File: config.mk
export PLATFORM = sky130hd
export DESIGN_NAME = beacon_frequency_classifier
export DESIGN_NICKNAME = d
export VERILOG_FILES = /design/src/rtl/core/bfc_pkg.sv /design/src/rtl/core/beacon_frequency_classifier.sv /design/src/rtl/core/bfc_datapath.sv /design/src/rtl/core/bfc_ctrl.sv
export SDC_FILE = /design/constraint.sdc
export NUM_CORES = 1
export LEC_CHECK = 0
export BUFFER_PORTS_ARGS = -buffer_cell sky130_fd_sc_hd__buf_4
export CAP_MARGIN = 10
export CELL_PAD_IN_SITES_DETAIL_PLACEMENT = 0
export CELL_PAD_IN_SITES_GLOBAL_PLACEMENT = 1
export CORE_ASPECT_RATIO = 1.5
export CORE_MARGIN = 5
export CORE_UTILIZATION = 44
export CTS_CLUSTER_DIAMETER = 120
export DETAILED_ROUTE_END_ITERATION = 10
export GPL_TIMING_DRIVEN = 0
export HOLD_SLACK_MARGIN = 0.1
export PLACE_DENSITY_LB_ADDON = 0.1
export SYNTH_ARGS = -nofsm -noshare
export SYNTH_HDL_FRONTEND = slang
export SYNTH_SLANG_ARGS = --single-unit
File: constraint.sdc
create_clock -name aclk -period 8.84 [get_ports aclk]
set_input_delay 0.442 -clock aclk [delete_from_list [all_inputs] [get_ports aclk]]
set_output_delay 0.442 -clock aclk [all_outputs]
set_load 0.01 [all_outputs]
File: src/rtl/core/bfc_pkg.sv
// Shared types and constants of the beacon frequency classifier.
// Used by bfc_datapath, bfc_ctrl and the top level; depends on nothing.
`timescale 1ns / 1ps
`default_nettype none

package bfc_pkg;

    // Field widths
    localparam int unsigned CAP_W      = 16;
    localparam int unsigned EXT_W      = 32;
    localparam int unsigned FREQ_W     = 26;
    localparam int unsigned TGT_W      = 16;
    localparam int unsigned BEACON_W   = 3;
    localparam int unsigned REQ_W      = 2;
    localparam int unsigned IDX_W      = 2;
    localparam int unsigned CFG_ADDR_W = 3;
    localparam int unsigned CFG_DATA_W = 26;
    localparam int unsigned CNT_W      = $clog2(FREQ_W);

    // Packed stream widths
    localparam int unsigned S_TDATA_W = 24;
    localparam int unsigned M_TDATA_W = 32;

    localparam logic [CAP_W-1:0] HALF_RANGE = 16'h8000;

    // Request kinds
    localparam logic [REQ_W-1:0] REQ_CAPTURE  = 2'd0;
    localparam logic [REQ_W-1:0] REQ_OVERFLOW = 2'd1;
    localparam logic [REQ_W-1:0] REQ_TIMEOUT  = 2'd2;

    // Beacon codes
    localparam logic [BEACON_W-1:0] BEACON_NOMATCH = 3'd4;
    localparam logic [IDX_W-1:0]    TARGET_G       = 2'd0;
    localparam logic [IDX_W-1:0]    TARGET_B       = 2'd1;
    localparam logic [IDX_W-1:0]    TARGET_R       = 2'd2;
    localparam logic [IDX_W-1:0]    TARGET_L       = 2'd3;

    // Register indexes
    localparam logic [CFG_ADDR_W-1:0] REG_TICK_RATE = 3'd0;
    localparam logic [CFG_ADDR_W-1:0] REG_TARGET_G  = 3'd1;
    localparam logic [CFG_ADDR_W-1:0] REG_TARGET_B  = 3'd2;
    localparam logic [CFG_ADDR_W-1:0] REG_TARGET_R  = 3'd3;
    localparam logic [CFG_ADDR_W-1:0] REG_TARGET_L  = 3'd4;
    localparam logic [CFG_ADDR_W-1:0] REG_TOLERANCE = 3'd5;

    // Register reset values
    localparam logic [FREQ_W-1:0] RST_TICK_RATE = 26'd2500000;
    localparam logic [TGT_W-1:0]  RST_TARGET_G  = 16'd3333;
    localparam logic [TGT_W-1:0]  RST_TARGET_B  = 16'd1427;
    localparam logic [TGT_W-1:0]  RST_TARGET_R  = 16'd2000;
    localparam logic [TGT_W-1:0]  RST_TARGET_L  = 16'd2000;
    localparam logic [TGT_W-1:0]  RST_TOLERANCE = 16'd30;

    // Controller to datapath
    typedef struct packed {
        logic             accept;
        logic             div_step;
        logic             div_last;
        logic             cls_check;
        logic [IDX_W-1:0] cls_idx;
        logic             load_out;
    } bfc_cmd_t;

    // Datapath to controller
    typedef struct packed {
        logic div_start;
        logic match;
        logic out_free;
    } bfc_status_t;

endpackage

`default_nettype wire

File: src/rtl/core/beacon_frequency_classifier.sv
// Top level of the beacon frequency classifier: joins controller and datapath.
// Depends on bfc_pkg, bfc_ctrl and bfc_datapath.
`timescale 1ns / 1ps
`default_nettype none

// Usage
//   Input beats (s_*): s_tuser carries the request kind (capture edge, timer
//   overflow tick, alignment timeout); s_tdata carries the 16-bit capture
//   value and the pending overflow flag. Result beats (m_*): m_tdata packs
//   the beacon code and frequency, m_tuser flags a timeout report.
//   Registers are written through cfg_we / cfg_addr / cfg_wdata, one per
//   cycle; the user must write them only while the block is idle, which the block does not enforce.
// Sequencing
//   Overflow ticks and captures that need no division stay in the idle state.
//   A timeout goes through the emit step into the output register.
//   A capture that is measured runs the restoring divider (one quotient bit
//   a cycle), then checks up to four targets, one a cycle, and loads a
//   report through the emit step only if a target matches.
//   s_tready is high only in the idle state, so one item is taken at a time.
// Reset: aresetn (synchronous, active low) restores the register defaults,
//   clears the rollover count, previous capture, alignment and the output.
// Stalls
//   A report waits in the output register while m_tready is low; the block
//   keeps taking beats that produce no report, and a beat that does produce
//   one holds in the emit step until the output register frees up.
module beacon_frequency_classifier (
    input  wire logic                               aclk,
    input  wire logic                               aresetn,
    // Configuration write port
    input  wire logic                               cfg_we,
    input  wire logic [bfc_pkg::CFG_ADDR_W-1:0]     cfg_addr,
    input  wire logic [bfc_pkg::CFG_DATA_W-1:0]     cfg_wdata,
    // Input channel
    input  wire logic                               s_tvalid,
    output logic                                    s_tready,
    input  wire logic [bfc_pkg::S_TDATA_W-1:0]      s_tdata,  // [15:0] capture_time, [16] overflow_pending
    input  wire logic [bfc_pkg::REQ_W-1:0]          s_tuser,  // [1:0] req_type
    // Result channel
    output logic                                    m_tvalid,
    input  wire logic                               m_tready,
    output logic [bfc_pkg::M_TDATA_W-1:0]           m_tdata,  // [2:0] beacon, [28:3] frequency
    output logic                                    m_tuser   // [0] from_timeout
);

    bfc_pkg::bfc_cmd_t    cmd;
    bfc_pkg::bfc_status_t status;

    bfc_ctrl u_ctrl (
        .aclk     (aclk),
        .aresetn  (aresetn),
        .s_tvalid (s_tvalid),
        .s_tuser  (s_tuser),
        .s_tready (s_tready),
        .status   (status),
        .cmd      (cmd)
    );

    bfc_datapath u_datapath (
        .aclk      (aclk),
        .aresetn   (aresetn),
        .cfg_we    (cfg_we),
        .cfg_addr  (cfg_addr),
        .cfg_wdata (cfg_wdata),
        .s_tdata   (s_tdata),
        .s_tuser   (s_tuser),
        .m_tready  (m_tready),
        .m_tvalid  (m_tvalid),
        .m_tdata   (m_tdata),
        .m_tuser   (m_tuser),
        .cmd       (cmd),
        .status    (status)
    );

endmodule

`default_nettype wire

File: src/rtl/core/bfc_datapath.sv
// Datapath of the beacon frequency classifier: registers, timestamp extension,
// restoring divider, tolerance check and output register. Depends on bfc_pkg.
`timescale 1ns / 1ps
`default_nettype none

module bfc_datapath (
    input  wire logic                                aclk,
    input  wire logic                                aresetn,
    input  wire logic                                cfg_we,
    input  wire logic [bfc_pkg::CFG_ADDR_W-1:0]      cfg_addr,
    input  wire logic [bfc_pkg::CFG_DATA_W-1:0]      cfg_wdata,
    input  wire logic [bfc_pkg::S_TDATA_W-1:0]       s_tdata,
    input  wire logic [bfc_pkg::REQ_W-1:0]           s_tuser,
    input  wire logic                                m_tready,
    output logic                                     m_tvalid,
    output logic [bfc_pkg::M_TDATA_W-1:0]            m_tdata,
    output logic                                     m_tuser,
    input  wire bfc_pkg::bfc_cmd_t                   cmd,
    output bfc_pkg::bfc_status_t                     status
);

    localparam int unsigned FW = bfc_pkg::FREQ_W;
    localparam int unsigned EW = bfc_pkg::EXT_W;
    localparam int unsigned CW = bfc_pkg::CAP_W;
    localparam int unsigned TW = bfc_pkg::TGT_W;

    // Configuration
    logic [FW-1:0] tick_rate_reg;
    logic [TW-1:0] target_g_reg;
    logic [TW-1:0] target_b_reg;
    logic [TW-1:0] target_r_reg;
    logic [TW-1:0] target_l_reg;
    logic [TW-1:0] tolerance_reg;

    // Measurement state
    logic [CW-1:0]                   roll_reg;
    logic [EW-1:0]                   prev_reg;
    logic                            aligned_reg;
    logic [bfc_pkg::BEACON_W-1:0]    latched_reg;
    logic [FW-1:0]                   last_freq_reg;
    logic                            tmo_reg;

    // Divider
    logic [EW-1:0] divisor_reg;
    logic [EW-1:0] rem_reg;
    logic [FW-1:0] dvd_reg;

    // Output register
    logic                            out_valid_reg;
    logic [bfc_pkg::BEACON_W-1:0]    out_beacon_reg;
    logic [FW-1:0]                   out_freq_reg;
    logic                            out_tmo_reg;

    logic [CW-1:0]   cap;
    logic            pend;
    logic            roll_bump;
    logic [CW-1:0]   roll_inc;
    logic [CW-1:0]   roll_cur;
    logic [EW-1:0]   current;
    logic [EW-1:0]   period;
    logic [EW+1:0]   trial;
    logic            qbit;
    logic [EW-1:0]   rem_next;
    logic [FW-1:0]   dvd_next;
    logic [TW-1:0]   tgt;
    logic [FW-1:0]   tgt_ext;
    logic [FW-1:0]   diff;
    logic            out_free;

    assign cap       = s_tdata[CW-1:0];
    assign pend      = s_tdata[CW];
    assign roll_inc  = roll_reg + CW'(1);
    assign roll_bump = pend && (cap < bfc_pkg::HALF_RANGE);
    assign roll_cur  = roll_bump ? roll_inc : roll_reg;
    assign current   = {roll_cur, cap};
    assign period    = current - prev_reg;

    // One restoring step: one quotient bit a cycle, MSB first
    assign trial    = {1'b0, rem_reg, dvd_reg[FW-1]} - {2'b00, divisor_reg};
    assign qbit     = ~trial[EW+1];
    assign rem_next = qbit ? trial[EW-1:0] : {rem_reg[EW-2:0], dvd_reg[FW-1]};
    assign dvd_next = {dvd_reg[FW-2:0], qbit};

    // Tolerance check against one target a cycle
    always_comb begin
        case (cmd.cls_idx)
            bfc_pkg::TARGET_G: tgt = target_g_reg;
            bfc_pkg::TARGET_B: tgt = target_b_reg;
            bfc_pkg::TARGET_R: tgt = target_r_reg;
            bfc_pkg::TARGET_L: tgt = target_l_reg;
            default:           tgt = target_g_reg;
        endcase
    end

    assign tgt_ext = FW'(tgt);
    assign diff    = (last_freq_reg >= tgt_ext) ? (last_freq_reg - tgt_ext)
                                                : (tgt_ext - last_freq_reg);
    assign out_free = ~out_valid_reg | m_tready;

    assign status.div_start = (period != '0) && !aligned_reg;
    assign status.match     = diff <= FW'(tolerance_reg);
    assign status.out_free  = out_free;

    always_ff @(posedge aclk) begin
        if (!aresetn) begin
            tick_rate_reg <= bfc_pkg::RST_TICK_RATE;
            target_g_reg  <= bfc_pkg::RST_TARGET_G;
            target_b_reg  <= bfc_pkg::RST_TARGET_B;
            target_r_reg  <= bfc_pkg::RST_TARGET_R;
            target_l_reg  <= bfc_pkg::RST_TARGET_L;
            tolerance_reg <= bfc_pkg::RST_TOLERANCE;
        end else if (cfg_we) begin
            case (cfg_addr)
                bfc_pkg::REG_TICK_RATE: tick_rate_reg <= cfg_wdata;
                bfc_pkg::REG_TARGET_G:  target_g_reg  <= cfg_wdata[TW-1:0];
                bfc_pkg::REG_TARGET_B:  target_b_reg  <= cfg_wdata[TW-1:0];
                bfc_pkg::REG_TARGET_R:  target_r_reg  <= cfg_wdata[TW-1:0];
                bfc_pkg::REG_TARGET_L:  target_l_reg  <= cfg_wdata[TW-1:0];
                bfc_pkg::REG_TOLERANCE: tolerance_reg <= cfg_wdata[TW-1:0];
                default: ;
            endcase
        end
    end

    always_ff @(posedge aclk) begin
        if (!aresetn) begin
            roll_reg      <= '0;
            prev_reg      <= '0;
            aligned_reg   <= 1'b0;
            latched_reg   <= '0;
            last_freq_reg <= '0;
            tmo_reg       <= 1'b0;
            out_valid_reg <= 1'b0;
        end else begin
            if (cmd.accept) begin
                tmo_reg <= (s_tuser == bfc_pkg::REQ_TIMEOUT);
                case (s_tuser)
                    bfc_pkg::REQ_OVERFLOW: roll_reg <= roll_inc;
                    bfc_pkg::REQ_CAPTURE: begin
                        roll_reg <= roll_cur;
                        prev_reg <= current;
                    end
                    default: ;
                endcase
            end
            if (cmd.div_last) begin
                last_freq_reg <= dvd_next;
            end
            if (cmd.cls_check && status.match) begin
                aligned_reg <= 1'b1;
                latched_reg <= bfc_pkg::BEACON_W'(cmd.cls_idx);
            end
            if (cmd.load_out) begin
                out_valid_reg <= 1'b1;
            end else if (m_tready) begin
                out_valid_reg <= 1'b0;
            end
        end
    end

    // Divider and output payload, no reset
    always_ff @(posedge aclk) begin
        if (cmd.accept) begin
            divisor_reg <= period;
            rem_reg     <= '0;
            dvd_reg     <= tick_rate_reg;
        end else if (cmd.div_step) begin
            rem_reg <= rem_next;
            dvd_reg <= dvd_next;
        end
        if (cmd.load_out) begin
            out_beacon_reg <= aligned_reg ? latched_reg : bfc_pkg::BEACON_NOMATCH;
            out_freq_reg   <= last_freq_reg;
            out_tmo_reg    <= tmo_reg;
        end
    end

    assign m_tvalid = out_valid_reg;
    assign m_tdata  = bfc_pkg::M_TDATA_W'({out_freq_reg, out_beacon_reg});
    assign m_tuser  = out_tmo_reg;

`ifndef SYNTHESIS
    a_rem_below_divisor: assert property (@(posedge aclk) disable iff (!aresetn)
        cmd.div_step |-> (rem_reg < divisor_reg))
        else $error("divider remainder not below divisor");

    a_load_sets_valid: assert property (@(posedge aclk) disable iff (!aresetn)
        cmd.load_out |=> out_valid_reg)
        else $error("output register not valid after load");

    a_overflow_counts: assert property (@(posedge aclk) disable iff (!aresetn)
        (cmd.accept && s_tuser == bfc_pkg::REQ_OVERFLOW)
        |=> (roll_reg == CW'($past(roll_reg) + CW'(1))))
        else $error("rollover count did not advance on overflow tick");
`endif

endmodule

`default_nettype wire

File: src/rtl/core/bfc_ctrl.sv
// Controller of the beacon frequency classifier: accept, divide, classify
// and emit sequencing. Depends on bfc_pkg.
`timescale 1ns / 1ps
`default_nettype none

module bfc_ctrl (
    input  wire logic                          aclk,
    input  wire logic                          aresetn,
    input  wire logic                          s_tvalid,
    input  wire logic [bfc_pkg::REQ_W-1:0]     s_tuser,
    output logic                               s_tready,
    input  wire bfc_pkg::bfc_status_t          status,
    output bfc_pkg::bfc_cmd_t                  cmd
);

    localparam int unsigned CNW = bfc_pkg::CNT_W;
    localparam logic [CNW-1:0] DIV_LAST = CNW'(bfc_pkg::FREQ_W - 1);

    typedef enum logic [3:0] {
        ST_IDLE     = 4'b0001,
        ST_DIVIDE   = 4'b0010,
        ST_CLASSIFY = 4'b0100,
        ST_EMIT     = 4'b1000
    } bfc_state_t;

    bfc_state_t                    state_reg, state_next;
    logic [CNW-1:0]                cnt_reg, cnt_next;
    logic [bfc_pkg::IDX_W-1:0]     idx_reg, idx_next;
    logic                          accept;

    assign s_tready = (state_reg == ST_IDLE);
    assign accept   = s_tvalid & s_tready;

    always_comb begin
        state_next    = state_reg;
        cnt_next      = cnt_reg;
        idx_next      = idx_reg;
        cmd           = '0;
        cmd.accept    = accept;
        cmd.cls_idx   = idx_reg;
        case (state_reg)
            ST_IDLE: begin
                if (accept) begin
                    if (s_tuser == bfc_pkg::REQ_CAPTURE && status.div_start) begin
                        state_next = ST_DIVIDE;
                        cnt_next   = '0;
                    end else if (s_tuser == bfc_pkg::REQ_TIMEOUT) begin
                        state_next = ST_EMIT;
                    end
                end
            end
            ST_DIVIDE: begin
                cmd.div_step = 1'b1;
                if (cnt_reg == DIV_LAST) begin
                    cmd.div_last = 1'b1;
                    state_next   = ST_CLASSIFY;
                    idx_next     = bfc_pkg::TARGET_G;
                end else begin
                    cnt_next = cnt_reg + CNW'(1);
                end
            end
            ST_CLASSIFY: begin
                // Targets in priority order G, B, R, L; first match wins
                cmd.cls_check = 1'b1;
                if (status.match) begin
                    state_next = ST_EMIT;
                end else if (idx_reg == bfc_pkg::TARGET_L) begin
                    state_next = ST_IDLE;
                end else begin
                    idx_next = idx_reg + bfc_pkg::IDX_W'(1);
                end
            end
            ST_EMIT: begin
                // Hold until the output register can take the report
                if (status.out_free) begin
                    cmd.load_out = 1'b1;
                    state_next   = ST_IDLE;
                end
            end
            default: begin
                state_next = ST_IDLE;
            end
        endcase
    end

    always_ff @(posedge aclk) begin
        if (!aresetn) begin
            state_reg <= ST_IDLE;
            cnt_reg   <= '0;
            idx_reg   <= '0;
        end else begin
            state_reg <= state_next;
            cnt_reg   <= cnt_next;
            idx_reg   <= idx_next;
        end
    end

`ifndef SYNTHESIS
    a_load_when_free: assert property (@(posedge aclk) disable iff (!aresetn)
        cmd.load_out |-> status.out_free)
        else $error("output loaded while still occupied");

    a_divide_to_classify: assert property (@(posedge aclk) disable iff (!aresetn)
        (state_reg == ST_DIVIDE && cnt_reg == DIV_LAST)
        |=> (state_reg == ST_CLASSIFY && idx_reg == bfc_pkg::TARGET_G))
        else $error("classification did not start after last divide step");

    a_count_in_range: assert property (@(posedge aclk) disable iff (!aresetn)
        (state_reg == ST_DIVIDE) |-> (cnt_reg <= DIV_LAST))
        else $error("divide step count out of range");
`endif

endmodule

`default_nettype wire

==> results of run 1 <==
synthesized netlist by cell type, types with 37 or more instances:
cell type and count:
edfxtp_1 88, ha_1 118, nor2_1 131, clkbuf_1 97
xnor2_1 49, nand2_1 539, a21o_1 37, inv_1 144
dfxtp_1 228, nand3_1 88, a21oi_1 237, xor2_1 39
o21ai_0 86
area by class of cell:
type	count	area, µm²
plain buffers	115	493
fillers	4222	20800
flip-flops and latches	316	7210
clock inverters	17	161
inverters	144	541
repair buffers	88	686
well taps	564	706
clock buffers	49	1050
multi-input cells	1744	10400
power groups by stage:
stage	clock network [mW]	logic, mW	registers (mW)
after floorplan	0	0.793	1.77
after global placement	0	1.15	1.78
after detailed placement	0	1.18	1.78
after CTS	1.57	1.19	1.75
after global routing	1.63	1.31	1.77
final	1.54	1.18	1.75
per-layer routing:
metal	up-vias	share of wire, %
met5	-	0
met4	0	6.4
met3	161	3.2
met2	375	54
met1	7865	36
li1	8305	-
worst min-delay path by stage:
stage	endpoint	cells after the start	start	slack, ns
floorplan	u_datapath.m_tuser$_DFFE_PP_	0	u_datapath.tmo_reg$_SDFFE_PN0P_	0.41
global placement	u_datapath.target_g_reg[15]$_SDFFE_PN0P_	2	u_datapath.target_g_reg[15]$_SDFFE_PN0P_	0.44
detailed placement	u_datapath.target_g_reg[3]$_SDFFE_PN0P_	2	u_datapath.target_g_reg[3]$_SDFFE_PN0P_	0.44
CTS	u_datapath.tick_rate_reg[21]$_SDFFE_PN1P_	3	cfg_wdata[21]	0.10
global route	u_datapath.tick_rate_reg[21]$_SDFFE_PN1P_	3	cfg_wdata[21]	0.12
finish	u_datapath.tick_rate_reg[21]$_SDFFE_PN1P_	3	cfg_wdata[21]	0.13
per-stage QoR:
stage	util, %	hold slack, ns	instances
2_1_floorplan	-	0.408	2319
3_3_place_gp	47.5	0.438	2967
3_5_place_dp	47.7	0.443	2970
4_1_cts	50.6	0.101	3037
5_1_grt	50.6	0.119	3037
6_report	50.6	0.126	3037
tightest hold or removal path, cell delays in order:
cell and delay, ns:
buf_4 0.08, nand2_1 0.04, nand3_1 0.06
cell families (layout without fill, tap and decap cells):
kind of cell | after synthesis | after routing | synth area share (%)
AO/OA/AOI/OAI | 574 | 574 | 19.7
XOR/XNOR | 88 | 88 | 4.14
adder cells (fa/ha/maj) | 122 | 122 | 8.36
buffers and inverters | 259 | 413 | 5.54
flip-flops | 316 | 316 | 38.7
multiplexers | 29 | 29 | 1.68
other | 1 | 3 | 0.0201
AND/OR/NAND/NOR | 928 | 928 | 21.9
timing repair:
action	in CTS	in global routing
endpoints found under the setup margin	0	2
endpoints found under the hold margin	1	0
hold buffers	1	0
gates resized for setup	0	1
==> impl_metrics.csv, run 1 <==
group,metric,value,unit
global_route,grt_util_met3,2.76,%
routing,wl_per_cell,19.0,µm
global_route,antenna_found_initial,0,
synthesis,synth_warnings,0,
cells_and_area,syn_to_final_growth,14.1,%
critical_path,startpoint_type,"register",
status,status,"finished, final reports clean",
critical_path,cp_data_arrival_time,8.86,ns
cts,cts.sink_count,316,
pwr,leakagePower,8.69,nW
synthesis,yosys_register_bits,316,
sta,maxSlewViolCount,0,
cells_and_area,finalInstanceArea,21300,µm²
synthesis,seq_area_frac_synth,38.7,%
cts,clockBufferDepth,3,
synthesis,ys.flop_type,"dfxtp_1",
sta,fmax,119,MHz
synthesis,synth-edff-count,88,
global_route,grt_first_pass_wirelength,89400,µm
cts,htreeDepth,2,
place,place_area,20000,µm²
pwr,power_frac_seq,39.2,%
cells_and_area,final_common_cell,"nand2_1",
critical_path,cp_slowest_stage_delay,0.69,ns
pwr,max-vdd-ir-drop,173,µV
routing,drcViolationCount,0,
critical_path,required,9.30,ns
cts,cts_tree,"done",
routing,via_per_inst,5.50,
sta,max_slew_margin,25.7,%
pwr,pwr-share-clk,34.4,%
pwr,p_switching,1.46,mW
critical_path,critPathTopFamily,"compound AO/OA/AOI/OAI gates",
pwr,power_frac_comb,26.4,%
critical_path,cp-endpoint,"u_ctrl.idx_reg[1]$_SDFFE_PN0P_",
sta,period_needed,8.40,ns
critical_path,critPathMostFrequentCell,"clkbuf_1",
routing,drt-total-wl,57700,µm
pwr,switching_share,32.8,%
global_route,grt_pass1_vias,16769,
synthesis,yosysUniqueCellTypes,98,
floorplanning,ioPinCount,95,
sta,tightest_slew,1.10,ns
floorplanning,num_rows,92,
cells_and_area,insertedDiodeCount,0,
critical_path,rr_startpoint,"u_ctrl.idx_reg[1]$_SDFFE_PN0P_",
cells_and_area,drive_gt1_share,8.65,%
global_route,grt_max_degree,33,
synthesis,syn_area,18600,µm²
critical_path,critPathSlowestCell,"a2111oi_4",
cts,cts_buffers,36,
synthesis,yosys-top-cells-area,"dfxtp_1, edfxtp_1, nand2_1, ha_1, a21oi_1",
critical_path,crit_fanout,10,
job,cap_violations,0,
cts,clock_latency,0.53,ns
place,io_buffers,84,
floorplanning,die_w,178,µm
place,gp_congestion,0.907,
floorplanning,core-area,42000,µm²
sta,setup_ws,0.445,ns
min_path,worstHoldPathType,"input port to register",
sta,period_share,95.0,%
critical_path,worst-r2r-cell-count,31,
routing,ant_nets,0,
synthesis,synth_top_area_share,24.5,%
routing,vias,16706,
place,hpwl,45500,µm
place,dp_slack,0.350,ns
sta,hold_viol,0,
global_route,grt.busiest_layer,"met2",
sta,skew,0.00723,ns
cts,clockRootBuffer,"clkbuf_16",
sta,rsz0062_at_grt,"no",
floorplanning,die_h,262,µm
synthesis,netlist.top_cell.by_area,"dfxtp_1",
critical_path,reg2reg_to,"u_ctrl.idx_reg[1]$_SDFFE_PN0P_",
sta,setup_viol,0,
critical_path,end_kind,"register",
global_route,use_met2,47.8,%
floorplanning,fp.dieArea,46600,µm²
critical_path,path_class,"register to register",
pwr,p_int,3.00,mW
pwr,p_total,4.47,mW
cts,cts_setup_buffers,0,
global_route,grt-ovfl-total,0,
routing,drt_first_pass_iters,5,
cells_and_area,nNetsFinal,2627,
synthesis,synthArstFlopShare,0,%
critical_path,critPathLaunch,"u_ctrl.idx_reg[1]$_SDFFE_PN0P_",
cells_and_area,layout_common_cells,"nand2_1, a21oi_1, dfxtp_1",
cts,path_clk_slew,0.06,ns
pwr,power-per-cell-area,210,nW/µm²
global_route,grtUsageMet1,24.3,%
synthesis,synthCells,2317,
sta,fin_setup_tns,0,ns
synthesis,avgSynthCellArea,8.04,µm²
routing,initialDrtViolationCount,950,
critical_path,path_depth,31,
critical_path,r2r_slack,0.44,ns
global_route,track_usage,24.3,%
floorplanning,start_util,44.3,%
critical_path,crit_buf_inv,5,
Power figures use the tool's default switching activity.
==> run 2: changes to the inputs <==
--- a/config.mk
+++ b/config.mk
@@ -5,6 +5,7 @@
 export SDC_FILE = /design/constraint.sdc
 export NUM_CORES = 1
 export LEC_CHECK = 0
+export ABC_AREA = 1
 export BUFFER_PORTS_ARGS = -buffer_cell sky130_fd_sc_hd__buf_4
 export CAP_MARGIN = 10
 export CELL_PAD_IN_SITES_DETAIL_PLACEMENT = 0
==> impl_metrics.csv, run 2 <==
group,metric,value,unit
global_route,grt_max_degree,40,
critical_path,required,9.23,ns
sta,rsz0062_at_grt,"no",
synthesis,avgSynthCellArea,6.92,µm²
place,io_buffers,83,
synthesis,syn_area,19500,µm²
place,gp_congestion,0.953,
routing,drt_first_pass_iters,8,
cts,cts_tree,"done",
cts,cts.sink_count,316,
floorplanning,core-area,43900,µm²
cts,path_clk_slew,0.06,ns
sta,skew,0.0178,ns
sta,hold_viol,0,
critical_path,r2r_slack,2.03,ns
floorplanning,die_h,268,µm
global_route,grt_pass1_vias,18398,
synthesis,yosys-top-cells-area,"dfxtp_1, nand2_1, edfxtp_1, ha_1, inv_1",
global_route,antenna_found_initial,0,
sta,fmax,147,MHz
routing,drt-total-wl,64500,µm
critical_path,path_class,"register to register",
critical_path,critPathSlowestCell,"o22ai_1",
place,dp_slack,2.06,ns
sta,setup_ws,2.03,ns
floorplanning,fp.dieArea,48800,µm²
synthesis,yosys_register_bits,316,
floorplanning,start_util,44.5,%
cts,cts_setup_buffers,0,
routing,initialDrtViolationCount,972,
sta,setup_viol,0,
status,status,"finished, final reports clean",
pwr,max-vdd-ir-drop,146,µV
critical_path,critPathTopFamily,"simple AND/OR/NAND/NOR gates",
cells_and_area,layout_common_cells,"nand2_1, inv_1, nor2_1",
cts,hold_buffers,0,
job,cap_violations,0,
synthesis,synth_top_area_share,23.4,%
critical_path,critPathMostFrequentCell,"nand2_1",
synthesis,netlist.top_cell.by_area,"dfxtp_1",
routing,drcViolationCount,0,
cells_and_area,syn_to_final_growth,13.2,%
cells_and_area,layout.core_utilization,50.4,%
cts,htreeDepth,2,
routing,wl_per_cell,18.2,µm
sta,fin_setup_tns,0,ns
critical_path,startpoint_type,"register",
cells_and_area,final_common_cell,"nand2_1",
routing,vias,18501,
synthesis,synth.most_common_cell,"nand2_1",
sta,period_needed,6.81,ns
synthesis,synthCells,2825,
floorplanning,die_w,182,µm
cts,cts_resized,0,
cts,clock_latency,0.54,ns
sta,max_slew_margin,28.8,%
cts,cts_buffers,36,
routing,via_per_inst,5.21,
synthesis,ys.flop_type,"dfxtp_1",
sta,tightest_slew,1.07,ns
floorplanning,ioPinCount,95,
synthesis,synth-edff-count,88,
pwr,p_total,5.15,mW
cts,clockRootBuffer,"clkbuf_16",
cts,clockBufferDepth,3,
global_route,grt_first_pass_wirelength,99300,µm
min_path,worstHoldPathType,"input port to register",
synthesis,synth_warnings,0,
global_route,grt-ovfl-total,0,
cells_and_area,insertedDiodeCount,0,
critical_path,crit_buf_inv,7,
cells_and_area,nNetsFinal,3132,
cells_and_area,drive_gt1_share,7.56,%
critical_path,cp_data_arrival_time,7.20,ns
synthesis,synthArstFlopShare,0,%
sta,maxSlewViolCount,0,
sta,period_share,77.0,%
synthesis,synth_common_cells,"nand2_1, inv_1, nor2_1",
critical_path,end_kind,"register",
critical_path,crit_fanout,10,
global_route,track_usage,25.9,%
pwr,power-per-cell-area,233,nW/µm²
synthesis,seq_area_frac_synth,36.9,%
place,hpwl,51500,µm
synthesis,yosysUniqueCellTypes,55,
floorplanning,num_rows,94,
critical_path,cp_slowest_stage_delay,0.63,ns
pwr,leakagePower,10.6,nW
routing,ant_nets,0,
==> run 2: stage by stage <==
step                      std cells  area (µm²)  hold slack (ns)
after CTS                      3551       22100            0.102
after detailed placement       3488       20900            0.416
after global routing           3551       22100            0.120
after floorplan                2827       19500            0.403
after global placement         3486       20900            0.423
final                          3551       22100            0.127
==> run 2: cell families after synthesis <==
group / share of synthesized area, %
DFF: 36.9
AOI/OAI and AO/OA: 14.9
xor gates and xnor gates: 2.59
muxes: 0.102
other: 0.0192
adders and majority gates: 7.97
buffers and inverters: 9.29
and+or+nand+nor: 28.2
==> run 2: layout make-up <==
cell class              instances  area (µm²)
plain buffers                  86         357
clock buffers                  48        1010
clock inverters                15         169
fillers                      4490       21800
inverters                     389        1460
multi-input cells            2036       10500
flip-flops and latches        316        7210
well taps                     576         721
repair buffers                 85         663
==> run 2: path summary, 6_finish.rpt <==
check | from | to | cells past startpoint
setup / recovery | u_ctrl.idx_reg[0]$_SDFFE_PN0P_ | u_ctrl.state_reg[0]$_SDFFE_PN1P_ | 37
hold / removal | cfg_wdata[21] | u_datapath.tick_rate_reg[21]$_SDFFE_PN1P_ | 3
setup reg to reg | u_ctrl.idx_reg[0]$_SDFFE_PN0P_ | u_ctrl.state_reg[0]$_SDFFE_PN1P_ | 37
hold reg to reg | u_datapath.tmo_reg$_SDFFE_PN0P_ | u_datapath.m_tuser$_DFFE_PP_ | 0
==> run 2: worst min-delay path, delay by kind of cell <==
family                 cells  cell delay [ns]
buffers and inverters      1             0.08
AND/OR/NAND/NOR            2             0.11
==> run 2: power by group <==
group	total, mW	internal (mW)	switching [mW]
Sequential	1.88	1.79	0.0965
Clock	1.52	0.873	0.649
Combinational	1.74	0.543	1.20
Total	5.15	3.20	1.95
==> run 2: layer usage <==
metal | wire (µm) | up-vias | GRT usage (%)
met5 | 0 | - | 0
met4 | 4020 | 0 | 14.7
met3 | 2410 | 160 | 2.71
met2 | 34700 | 419 | 51.1
li1 | - | 9382 | -
met1 | 23300 | 8540 | 26.1
